$ cat config.mk
export PLATFORM = sky130hd
export DESIGN_NAME = hid_key_report_slot_table_top
export DESIGN_NICKNAME = d
export VERILOG_FILES = /design/src/hw/rtl/hkst_pkg.sv /design/src/hw/rtl/hkst_slot_update.sv /design/src/hw/rtl/hid_key_report_slot_table_top.sv
export VERILOG_INCLUDE_DIRS = /design/src /design/src/hw/rtl
export SDC_FILE = /design/constraint.sdc
export NUM_CORES = 1
export LEC_CHECK = 0
export BUFFER_PORTS_ARGS = -buffer_cell sky130_fd_sc_hd__clkbuf_2
export CELL_PAD_IN_SITES_DETAIL_PLACEMENT = 0
export CELL_PAD_IN_SITES_GLOBAL_PLACEMENT = 1
export CORE_MARGIN = 2
export CORE_UTILIZATION = 30
export CTS_BUF_LIST = sky130_fd_sc_hd__clkbuf_16
export CTS_CLUSTER_DIAMETER = 60
export DETAILED_ROUTE_END_ITERATION = 6
export PLACE_DENSITY = 0.64
export SKIP_LAST_GASP = 1
export SYNTH_ARGS = -nofsm -noshare
export SYNTH_HDL_FRONTEND = slang
export SYNTH_SLANG_ARGS = --single-unit
$ cat constraint.sdc
create_clock -name clk -period 4.8 [get_ports clk]
set_input_delay 0.24 -clock clk [delete_from_list [all_inputs] [get_ports clk]]
set_output_delay 0.24 -clock clk [all_outputs]
set_load 0.005 [all_outputs]
$ cat src/hw/rtl/hid_key_report_slot_table_top_defines.svh
// assertion macros for the key report slot table
`ifndef HID_KEY_REPORT_SLOT_TABLE_TOP_DEFINES_SVH
`define HID_KEY_REPORT_SLOT_TABLE_TOP_DEFINES_SVH

// property that must hold in the same cycle whenever the antecedent is true
`define HKST_ASSERT_SAME(label, ante, cons, msg) \
    label: assert property (@(posedge clk) disable iff (!rst_n) (ante) |-> (cons)) \
        else $error(msg);

// property that must hold in the cycle after the antecedent is true
`define HKST_ASSERT_NEXT(label, ante, cons, msg) \
    label: assert property (@(posedge clk) disable iff (!rst_n) (ante) |=> (cons)) \
        else $error(msg);

`endif

$ cat src/hw/rtl/hkst_pkg.sv
// shared types, constants and helpers of the key report slot table
package hkst_pkg;

    localparam int SLOTS        = 6;
    localparam int REPORT_SLOTS = 6;
    localparam int KEY_W        = 8;
    localparam int CNT_W        = 8;
    localparam int FUNC_W       = 2;

    localparam logic [CNT_W-1:0] COUNT_MAX = {CNT_W{1'b1}};
    localparam logic [CNT_W-1:0] COUNT_ONE = CNT_W'(1);

    // operation codes carried on the input tuser
    typedef enum logic [FUNC_W-1:0] {
        FUNC_PRESS   = 2'd0,
        FUNC_RELEASE = 2'd1,
        FUNC_CLEAR   = 2'd2
    } func_t;

    typedef logic [SLOTS-1:0][KEY_W-1:0] key_arr_t;
    typedef logic [SLOTS-1:0][CNT_W-1:0] cnt_arr_t;

    // one key event as seen by the update logic
    typedef struct packed {
        logic [FUNC_W-1:0] func;
        logic [KEY_W-1:0]  key;
        logic              enabled;
    } slot_op_t;

    // outcome of one key event
    typedef struct packed {
        key_arr_t keys;
        cnt_arr_t counts;
        logic     accepted;
    } slot_upd_t;

    // occupied slots form one run from slot 0
    function automatic logic slots_packed(input key_arr_t keys);
        logic ok;
        ok = 1'b1;
        for (int i = 0; i < SLOTS - 1; i++)
        begin
            if (keys[i] == '0 && keys[i+1] != '0)
            begin
                ok = 1'b0;
            end
        end
        return ok;
    endfunction

    // an empty slot always carries a zero count
    function automatic logic counts_consistent(input key_arr_t keys, input cnt_arr_t counts);
        logic ok;
        ok = 1'b1;
        for (int i = 0; i < SLOTS; i++)
        begin
            if ((keys[i] == '0) != (counts[i] == '0))
            begin
                ok = 1'b0;
            end
        end
        return ok;
    endfunction

endpackage

$ cat src/hw/rtl/hkst_slot_update.sv
// next table contents for one press, release or clear event
module hkst_slot_update (
    input  hkst_pkg::key_arr_t  keys,
    input  hkst_pkg::cnt_arr_t  counts,
    input  hkst_pkg::slot_op_t  op,
    output hkst_pkg::slot_upd_t upd
);

    logic [hkst_pkg::SLOTS-1:0] hit_first;
    logic [hkst_pkg::SLOTS-1:0] empty_first;
    logic [hkst_pkg::SLOTS-1:0] from_hit;
    logic                       hit_any;
    logic                       empty_any;
    logic [hkst_pkg::CNT_W-1:0] hit_count;
    logic                       key_ok;

    // first matching slot, first empty slot, and slots at or past the match
    always_comb
    begin
        logic seen_hit;
        logic seen_empty;
        seen_hit   = 1'b0;
        seen_empty = 1'b0;
        hit_count  = '0;
        for (int i = 0; i < hkst_pkg::SLOTS; i++)
        begin
            hit_first[i]   = (keys[i] == op.key) && !seen_hit;
            empty_first[i] = (keys[i] == '0) && !seen_empty;
            seen_hit       = seen_hit | (keys[i] == op.key);
            seen_empty     = seen_empty | (keys[i] == '0);
            from_hit[i]    = seen_hit;
            hit_count      = hit_count | (hit_first[i] ? counts[i] : '0);
        end
        hit_any   = seen_hit;
        empty_any = seen_empty;
    end

    assign key_ok = op.enabled && (op.key != '0);

    // table update per operation
    always_comb
    begin
        upd.keys     = keys;
        upd.counts   = counts;
        upd.accepted = 1'b0;
        case (op.func)
            hkst_pkg::FUNC_PRESS:
            begin
                if (key_ok && hit_any)
                begin
                    upd.accepted = 1'b1;
                    for (int i = 0; i < hkst_pkg::SLOTS; i++)
                    begin
                        if (hit_first[i] && counts[i] != hkst_pkg::COUNT_MAX)
                        begin
                            upd.counts[i] = counts[i] + hkst_pkg::COUNT_ONE;
                        end
                    end
                end
                else if (key_ok && empty_any)
                begin
                    upd.accepted = 1'b1;
                    for (int i = 0; i < hkst_pkg::SLOTS; i++)
                    begin
                        if (empty_first[i])
                        begin
                            upd.keys[i]   = op.key;
                            upd.counts[i] = hkst_pkg::COUNT_ONE;
                        end
                    end
                end
            end
            hkst_pkg::FUNC_RELEASE:
            begin
                if (key_ok && hit_any)
                begin
                    upd.accepted = 1'b1;
                    if (hit_count > hkst_pkg::COUNT_ONE)
                    begin
                        for (int i = 0; i < hkst_pkg::SLOTS; i++)
                        begin
                            if (hit_first[i])
                            begin
                                upd.counts[i] = hit_count - hkst_pkg::COUNT_ONE;
                            end
                        end
                    end
                    else
                    begin
                        // remove the slot, later slots move down one place
                        for (int i = 0; i < hkst_pkg::SLOTS - 1; i++)
                        begin
                            if (from_hit[i])
                            begin
                                upd.keys[i]   = keys[i+1];
                                upd.counts[i] = counts[i+1];
                            end
                        end
                        upd.keys[hkst_pkg::SLOTS-1]   = '0;
                        upd.counts[hkst_pkg::SLOTS-1] = '0;
                    end
                end
            end
            hkst_pkg::FUNC_CLEAR:
            begin
                upd.keys     = '0;
                upd.counts   = '0;
                upd.accepted = 1'b1;
            end
            default:
            begin
                upd.accepted = 1'b0;
            end
        endcase
    end

endmodule

$ cat src/hw/rtl/hid_key_report_slot_table_top.sv
// Keycode slot table of a boot-keyboard report with per-slot press counts.
//
// Input stream: s_tuser carries the operation (press, release, clear) and
// s_tdata the key's usage code. Each word updates the table in the cycle it
// is accepted and produces exactly one result word.
// Output stream: m_tuser says whether the operation took effect, m_tdata
// carries the six report slot keycodes after the update (0 = empty).
// Latency: the result is valid the cycle after the input word is accepted.
// Throughput: one word per cycle while results are taken; the table compare and
// shift are combinational and the table registers feed the next word directly.
// Stall: while a result waits on m_tready the input side is held off; the
// input is taken again in the same cycle the waiting result is taken.
// Configuration: cfg_we writes usb_enabled from cfg_wdata; write it only
// while no result is outstanding.
// Reset: all slots empty with zero counts, usb_enabled 0, no result pending.
module hid_key_report_slot_table_top (
    input  logic        clk,
    input  logic        rst_n,
    // configuration
    input  logic        cfg_we,
    input  logic        cfg_wdata,    // usb_enabled
    // key event input
    input  logic        s_tvalid,
    output logic        s_tready,
    input  logic [7:0]  s_tdata,      // [7:0] keycode
    input  logic [1:0]  s_tuser,      // [1:0] func
    // report output
    output logic        m_tvalid,
    input  logic        m_tready,
    output logic [47:0] m_tdata,      // [7:0] slot_key_0 .. [47:40] slot_key_5
    output logic [0:0]  m_tuser       // [0] accepted
);

`include "hid_key_report_slot_table_top_defines.svh"

    logic                 usb_enabled_reg;
    hkst_pkg::key_arr_t   held_keys_reg;
    hkst_pkg::cnt_arr_t   hold_counts_reg;
    logic                 out_valid_reg;
    logic [47:0]          out_data_reg;
    logic [47:0]          out_data_next;
    logic                 out_acc_reg;
    hkst_pkg::slot_op_t   op;
    hkst_pkg::slot_upd_t  upd;
    logic                 in_fire;

    // input is taken when the result register is free or being drained
    assign s_tready = !out_valid_reg || m_tready;
    assign in_fire  = s_tvalid && s_tready;

    assign op.func    = s_tuser;
    assign op.key     = s_tdata;
    assign op.enabled = usb_enabled_reg;

    hkst_slot_update u_update (
        .keys   (held_keys_reg),
        .counts (hold_counts_reg),
        .op     (op),
        .upd    (upd)
    );

    // configuration register
    always_ff @(posedge clk or negedge rst_n)
    begin
        if (!rst_n)
        begin
            usb_enabled_reg <= 1'b0;
        end
        else if (cfg_we)
        begin
            usb_enabled_reg <= cfg_wdata;
        end
    end

    // slot table state
    always_ff @(posedge clk or negedge rst_n)
    begin
        if (!rst_n)
        begin
            held_keys_reg   <= '0;
            hold_counts_reg <= '0;
        end
        else if (in_fire)
        begin
            held_keys_reg   <= upd.keys;
            hold_counts_reg <= upd.counts;
        end
    end

    // report packing, slot 0 in the low byte
    always_comb
    begin
        out_data_next = '0;
        for (int i = 0; i < hkst_pkg::REPORT_SLOTS; i++)
        begin
            if (i < hkst_pkg::SLOTS)
            begin
                out_data_next[i*hkst_pkg::KEY_W +: hkst_pkg::KEY_W] = upd.keys[i];
            end
        end
    end

    // result valid flag
    always_ff @(posedge clk or negedge rst_n)
    begin
        if (!rst_n)
        begin
            out_valid_reg <= 1'b0;
        end
        else if (in_fire)
        begin
            out_valid_reg <= 1'b1;
        end
        else if (m_tready)
        begin
            out_valid_reg <= 1'b0;
        end
    end

    // result payload
    always_ff @(posedge clk)
    begin
        if (in_fire)
        begin
            out_data_reg <= out_data_next;
            out_acc_reg  <= upd.accepted;
        end
    end

    assign m_tvalid   = out_valid_reg;
    assign m_tdata    = out_data_reg;
    assign m_tuser[0] = out_acc_reg;

    // table invariants and event effects
    `HKST_ASSERT_SAME(a_slots_packed, 1'b1, hkst_pkg::slots_packed(held_keys_reg),
        "occupied slots are not contiguous")
    `HKST_ASSERT_SAME(a_counts_match, 1'b1,
        hkst_pkg::counts_consistent(held_keys_reg, hold_counts_reg),
        "slot occupancy and count disagree")
    `HKST_ASSERT_NEXT(a_clear_empties, in_fire && s_tuser == hkst_pkg::FUNC_CLEAR,
        m_tuser[0] && m_tdata == '0 && hold_counts_reg == '0,
        "clear did not empty the table")
    `HKST_ASSERT_NEXT(a_reject_holds, in_fire && !upd.accepted,
        $stable(held_keys_reg) && $stable(hold_counts_reg) && !m_tuser[0],
        "rejected event changed the table")

endmodule

==> flow_summary.toml, run 1 <==
[cts]
cts_tree = "built"
path_clk_slew_ps = 70
ctsRootBufferMaster = "clkbuf_16"
ctsResizeCount = 0
cts_buffers = 17
htree_levels = 4
clk-insertion-delay-late_ps = 450
numClockSinks = 147
post_cts_buffers = 0
cts_buffer_depth = 2

[synth]
yosysUniqueCellTypes = 88
synth_warnings = 0
synth-main-ff-cell = "dfrtp_1"
synth_fp_nets = 1100
post_synth.cell_area_avg_um2 = 9.13
synth_top_area_share = 0.250
syn_area_mm2 = 0.00982
ys_top_cells_by_area = "dfrtp_1 25%, edfxtp_1 15%, nor2_1 4.6%, o21ai_0 4.0%, a21oi_1 3.4%"
synthTopCellsByCount = "121 x nor2_1, 98 x dfrtp_1, 85 x nand2_1"
ys_seq_area_frac = 0.399
ys_seq_elements = 147
synth.most_common_cell = "nor2_1"
synthArstFlopShare = 0.667
synth_edf_count = 49
synth_top_area_cell = "dfrtp_1"
synthCells = 1076

[routing]
dr.pass1.iters = 5
routedWlPerCell_um = 22.2
num_vias = 9026
drc = 0
drt_iter0_drc = 985
ant_nets = 0
viasPerCell = 5.69
drt-total-wl_um = 35200

[worst_setup_path]
start_kind = "flip-flop"
crit_required_ps = 5130
worstPathArrival_ps = 4770
worstSetupPathType = "flip-flop to flip-flop"
cp_max_fo = 14
cp-end-kind = "flip-flop"

[timing]
setup_violations = 0
slew_headroom = 0.286
skew_ps = 18.1
timing.final.crit_share = 0.924
worstMarginPinSlew_ps = 1070
rsz0062_at_grt = "no"
period_minus_slack_ps = 4440
fin_hold_ws_ps = 11.7
drv_slew = 0
hold_viol = 0
max_freq_mhz = 225
tns_ps = 0

[power_and_ir_drop]
p_per_area_mw_per_mm2 = 343
vdd_drop_max_v = 0.000257
p_leak_uw = 0.00450

[finish]
instances_no_fill = 1585
drive_gt1_frac = 0.158
antenna_cells = 0
area_growth_pct = 13.7
utilization = 0.345
num-fill-cells = 3391
nets = 1154

[grt]
grt_pass1_vias = 8818
grt_pass1_wl_um = 54100
grt-ovfl-total = 0
track_usage = 0.209
antenna_found_initial = 0
grt_max_degree = 61

[run]
cap_viol_max_count = 0

[die]
dieArea_mm2 = 0.0342
coreArea_mm2 = 0.0324
rows = 66
start_util = 0.303
ios = 67
dieWidth_um = 185
fp.dieH_um = 185

[placement]
portBuffers = 66
globalplace.congestion = 0.911
hpwl_um = 25100
place_inst = 1552

[worst_hold_path]
hold_class = "primary input to flip-flop"

[outcome]
status = "completed"
area by class of cell:
type	count	area [µm²]	area share
tap	442	553	0.0495
multi-input combinational	846	5480	0.491
inverter	17	63.8	0.00571
sequential	147	3920	0.351
timing repair buffer	101	598	0.0536
clock inverter	15	123	0.0110
clock buffer	17	425	0.0381
placed cells by master (no fill, tap or decap), types with 20 or more instances in the layout:
master and n:
a21oi_1 67, a221o_1 29, a31oi_1 20, and3_1 27
buf_4 35, clkbuf_2 65, dfrtp_1 98, edfxtp_1 49
nand2_1 85, nand3_1 56, nor2_1 121, o21ai_0 78
xnor2_1 35, xor2_1 32
path summary, 6_finish.rpt:
kind                                                     from                              end  slack, ps  cells past startpoint
worst min register to register           m_tvalid$_DFFE_PN0P_             m_tvalid$_DFFE_PN0P_        530                      2
max in group asynchronous                               rst_n    held_keys_reg[14]$_DFFE_PN0P_       3250                      3
worst max-delay path            held_keys_reg[36]$_DFFE_PN0P_  hold_counts_reg[31]$_DFFE_PN0P_        360                     17
worst min-delay path                                 s_tvalid             m_tvalid$_DFFE_PN0P_         10                      2
worst max register to register  held_keys_reg[36]$_DFFE_PN0P_  hold_counts_reg[31]$_DFFE_PN0P_        360                     17
min in group asynchronous                               rst_n  hold_counts_reg[17]$_DFFE_PN0P_        420                      2
worst max-delay path: stages, from the launching register on:
cell and delay, ps:
dfrtp_1 500, xor2_1 200, nor4_2 430, and2_4 330, nor2_1 100, a32o_1 310
nor3_4 220, inv_1 80, ha_1 190, nor2_1 240, a221oi_2 60, and4_4 240
and4_4 170, buf_4 180, a211oi_1 350, or2_0 180, buf_4 200, mux2_2 350
what timing repair did:
action | CTS | global route
hold buffers | 1 | 0
hold endpoints to repair | 59 | 0
endpoints found under the setup margin | 0 | 0
stage by stage:
stage          setup slack, ps  total power [µW]  area, µm²
6_report                   364              3830      11200
5_1_grt                   74.0              4030      11200
4_1_cts                    420              3850      11200
3_5_place_dp               343              2550      10600
3_3_place_gp               492              2550      10600
2_1_floorplan              588              2220       9820
per-layer routing:
metal	GRT usage	part of all wire
met1	0.282	0.45
met2	0.337	0.47
met3	0.0287	0.049
met4	0.0832	0.031
met5	0	0
cell families (layout without fill, tap and decap cells):
kind of cell / count (synthesis) / after routing / share of synthesized area
buffers and inverters: 83 / 150 / 0.0425
adders and majority gates: 8 / 8 / 0.0102
muxes: 25 / 25 / 0.0266
xor gates and xnor gates: 67 / 67 / 0.0597
AOI/OAI and AO/OA: 353 / 353 / 0.252
DFF: 147 / 147 / 0.399
and+or+nand+nor: 393 / 393 / 0.209
where the power goes:
| part | switching, µW | total, µW | internal (µW) |
|---|---|---|---|
| clock network | 610 | 1280 | 673 |
| registers | 211 | 1650 | 1440 |
| logic | 548 | 898 | 351 |
(Power assumes the default switching activity.)
==> inputs of run 2 (changes only) <==
Settings changed: CORE_MARGIN 2 to default, CTS_CLUSTER_SIZE from default to 14, REMOVE_ABC_BUFFERS from default to 1.
==> run 2 against run 1 <==
Critical path type unchanged. Cell area increased by 1.5%. Largest power group unchanged. Die area decreased by 2.2%. Final cell count increased by 0.76%. Clock skew decreased by 2.7 ps. Via count increased by 2.1%. Non-clock buffer count increased by 19.
==> flow_summary.toml, run 2 (synthesis results as in run 1) <==
[outcome]
status = "completed"

[timing]
period_minus_slack_ps = 4540
slew_headroom = 0.312
tns_ps = 0
rsz0062_at_grt = "no"
fin_hold_ws_ps = 24.9
setup_violations = 0
max_freq_mhz = 220
hold_viol = 0
drv_slew = 0
skew_ps = 15.4
timing.final.crit_share = 0.946
worstMarginPinSlew_ps = 1020

[routing]
drt-total-wl_um = 37000
num_vias = 9213
drt_iter0_drc = 971
dr.pass1.iters = 6
routedWlPerCell_um = 23.2
drc = 0
viasPerCell = 5.77
ant_nets = 0

[worst_hold_path]
holdPathStages = 2
hold_class = "primary input to flip-flop"
min_to = "usb_enabled_reg$_DFFE_PN0P_"
hp-start = "cfg_wdata"

[power_and_ir_drop]
switching_share = 0.358
p_per_area_mw_per_mm2 = 348
p_leak_uw = 0.00462
combPwrFrac = 0.249
p_switching_uw = 1410
pwr-share-clk = 0.337
p_seq_frac = 0.414
internal_power_uw = 2530
vdd_drop_max_v = 0.000264

[worst_setup_path]
start_kind = "flip-flop"
reg2reg_from = "held_keys_reg[45]$_DFFE_PN0P_"
cp_max_fo = 12
reg2reg_depth = 16
worstPathArrival_ps = 4880
worstSetupPathType = "flip-flop to flip-flop"
cp-end-kind = "flip-flop"
r2r_end = "held_keys_reg[6]$_DFFE_PN0P_"
crit_required_ps = 5140
r2r_slack_ps = 260

[grt]
grt-ovfl-total = 0
grt_max_degree = 49
antenna_found_initial = 1
grt_pass1_wl_um = 56800
grt_pass1_vias = 8923
track_usage = 0.226

[placement]
globalplace.congestion = 0.916
hpwl_um = 26500
placed_area_mm2 = 0.0107
portBuffers = 66
place_inst = 1559

[run]
cap_viol_max_count = 0

[finish]
utilization = 0.356
final_common_cell = "nor2_1"
layout_common_cells = "121 x nor2_1, 98 x dfrtp_1, 84 x nand2_1"
area_growth_pct = 15.4
antenna_cells = 0
final_design_area_no_fill_mm2 = 0.0113
drive_gt1_frac = 0.170
nets = 1173
instances_no_fill = 1597

[die]
dieArea_mm2 = 0.0335
ios = 67
dieWidth_um = 183
coreArea_mm2 = 0.0319
rows = 65
start_util = 0.308
fp.dieH_um = 183

[cts]
numClockSinks = 147
cts_buffer_depth = 2
htree_levels = 4
cts_buffers = 17
ctsRootBufferMaster = "clkbuf_16"
cts_tree = "built"
clk-insertion-delay-late_ps = 450
path_clk_slew_ps = 70
==> run 2: critical path, stage by stage, from the launching register on <==
cell      delay (ps)
dfrtp_1          450
xor2_1           170
nor4_1           530
nand2_1          330
nor2_1           250
a32o_1           260
nor3_4            80
inv_1             70
ha_1             140
nor2_1            80
a221oi_2         170
and4_4           300
and4_4           360
nand2_1          250
nor2_1           480
o21ai_0          280
a22o_1           240
==> run 2: worst max path at each step <==
stage | from | endpoint | depth (start not counted)
after global routing | held_keys_reg[38]$_DFFE_PN0P_ | m_tdata[9]$_DFFE_PP_ | 15
after detailed placement | s_tdata[0] | m_tdata[9]$_DFFE_PP_ | 16
after global placement | s_tdata[0] | held_keys_reg[6]$_DFFE_PN0P_ | 16
final | held_keys_reg[45]$_DFFE_PN0P_ | held_keys_reg[6]$_DFFE_PN0P_ | 16
after floorplan | held_keys_reg[6]$_DFFE_PN0P_ | m_tdata[29]$_DFFE_PP_ | 14
after CTS | held_keys_reg[16]$_DFFE_PN0P_ | held_keys_reg[6]$_DFFE_PN0P_ | 15
==> run 2: timing repair <==
action | 4_1_cts | 5_1_grt
endpoints found under the hold margin | 45 | 0
setup buffers | 0 | 4
resized for setup | 0 | 2
setup endpoints to repair | 0 | 23
hold buffers | 2 | 0
==> run 2: stage by stage <==
stage | setup WS, ps | total power (µW)
2_1_floorplan | 347 | 2180
3_5_place_dp | 177 | 2610
6_report | 261 | 3950
5_1_grt | 6.85 | 4130
4_1_cts | 252 | 3940
3_3_place_gp | 249 | 2610
==> run 2: final cells by class <==
cell class | count | area [µm²]
Sequential cell | 147 | 3920
Timing Repair Buffer | 120 | 756
Tap cell | 435 | 544
Clock buffer | 17 | 425
Clock inverter | 15 | 133
Fill cell | 3342 | 20500
Inverter | 17 | 63.8
Multi-Input combinational cell | 846 | 5490
==> run 2: per-layer routing <==
metal,track usage,wire length (µm),vias up,part of all wire
li1,-,-,4208,-
met1,0.301,16100,4564,0.44
met2,0.368,17500,373,0.47
met3,0.0346,2310,68,0.062
met4,0.0860,1130,0,0.030
met5,0,0,-,0
==> run 2: power by group through the flow <==
stage / combinational (µW) / sequential (µW) / clock, µW
after global placement: 955 / 1660 / 0
after CTS: 966 / 1630 / 1350
after detailed placement: 957 / 1650 / 0
final: 982 / 1630 / 1330
after global routing: 1080 / 1650 / 1400
after floorplan: 586 / 1590 / 0
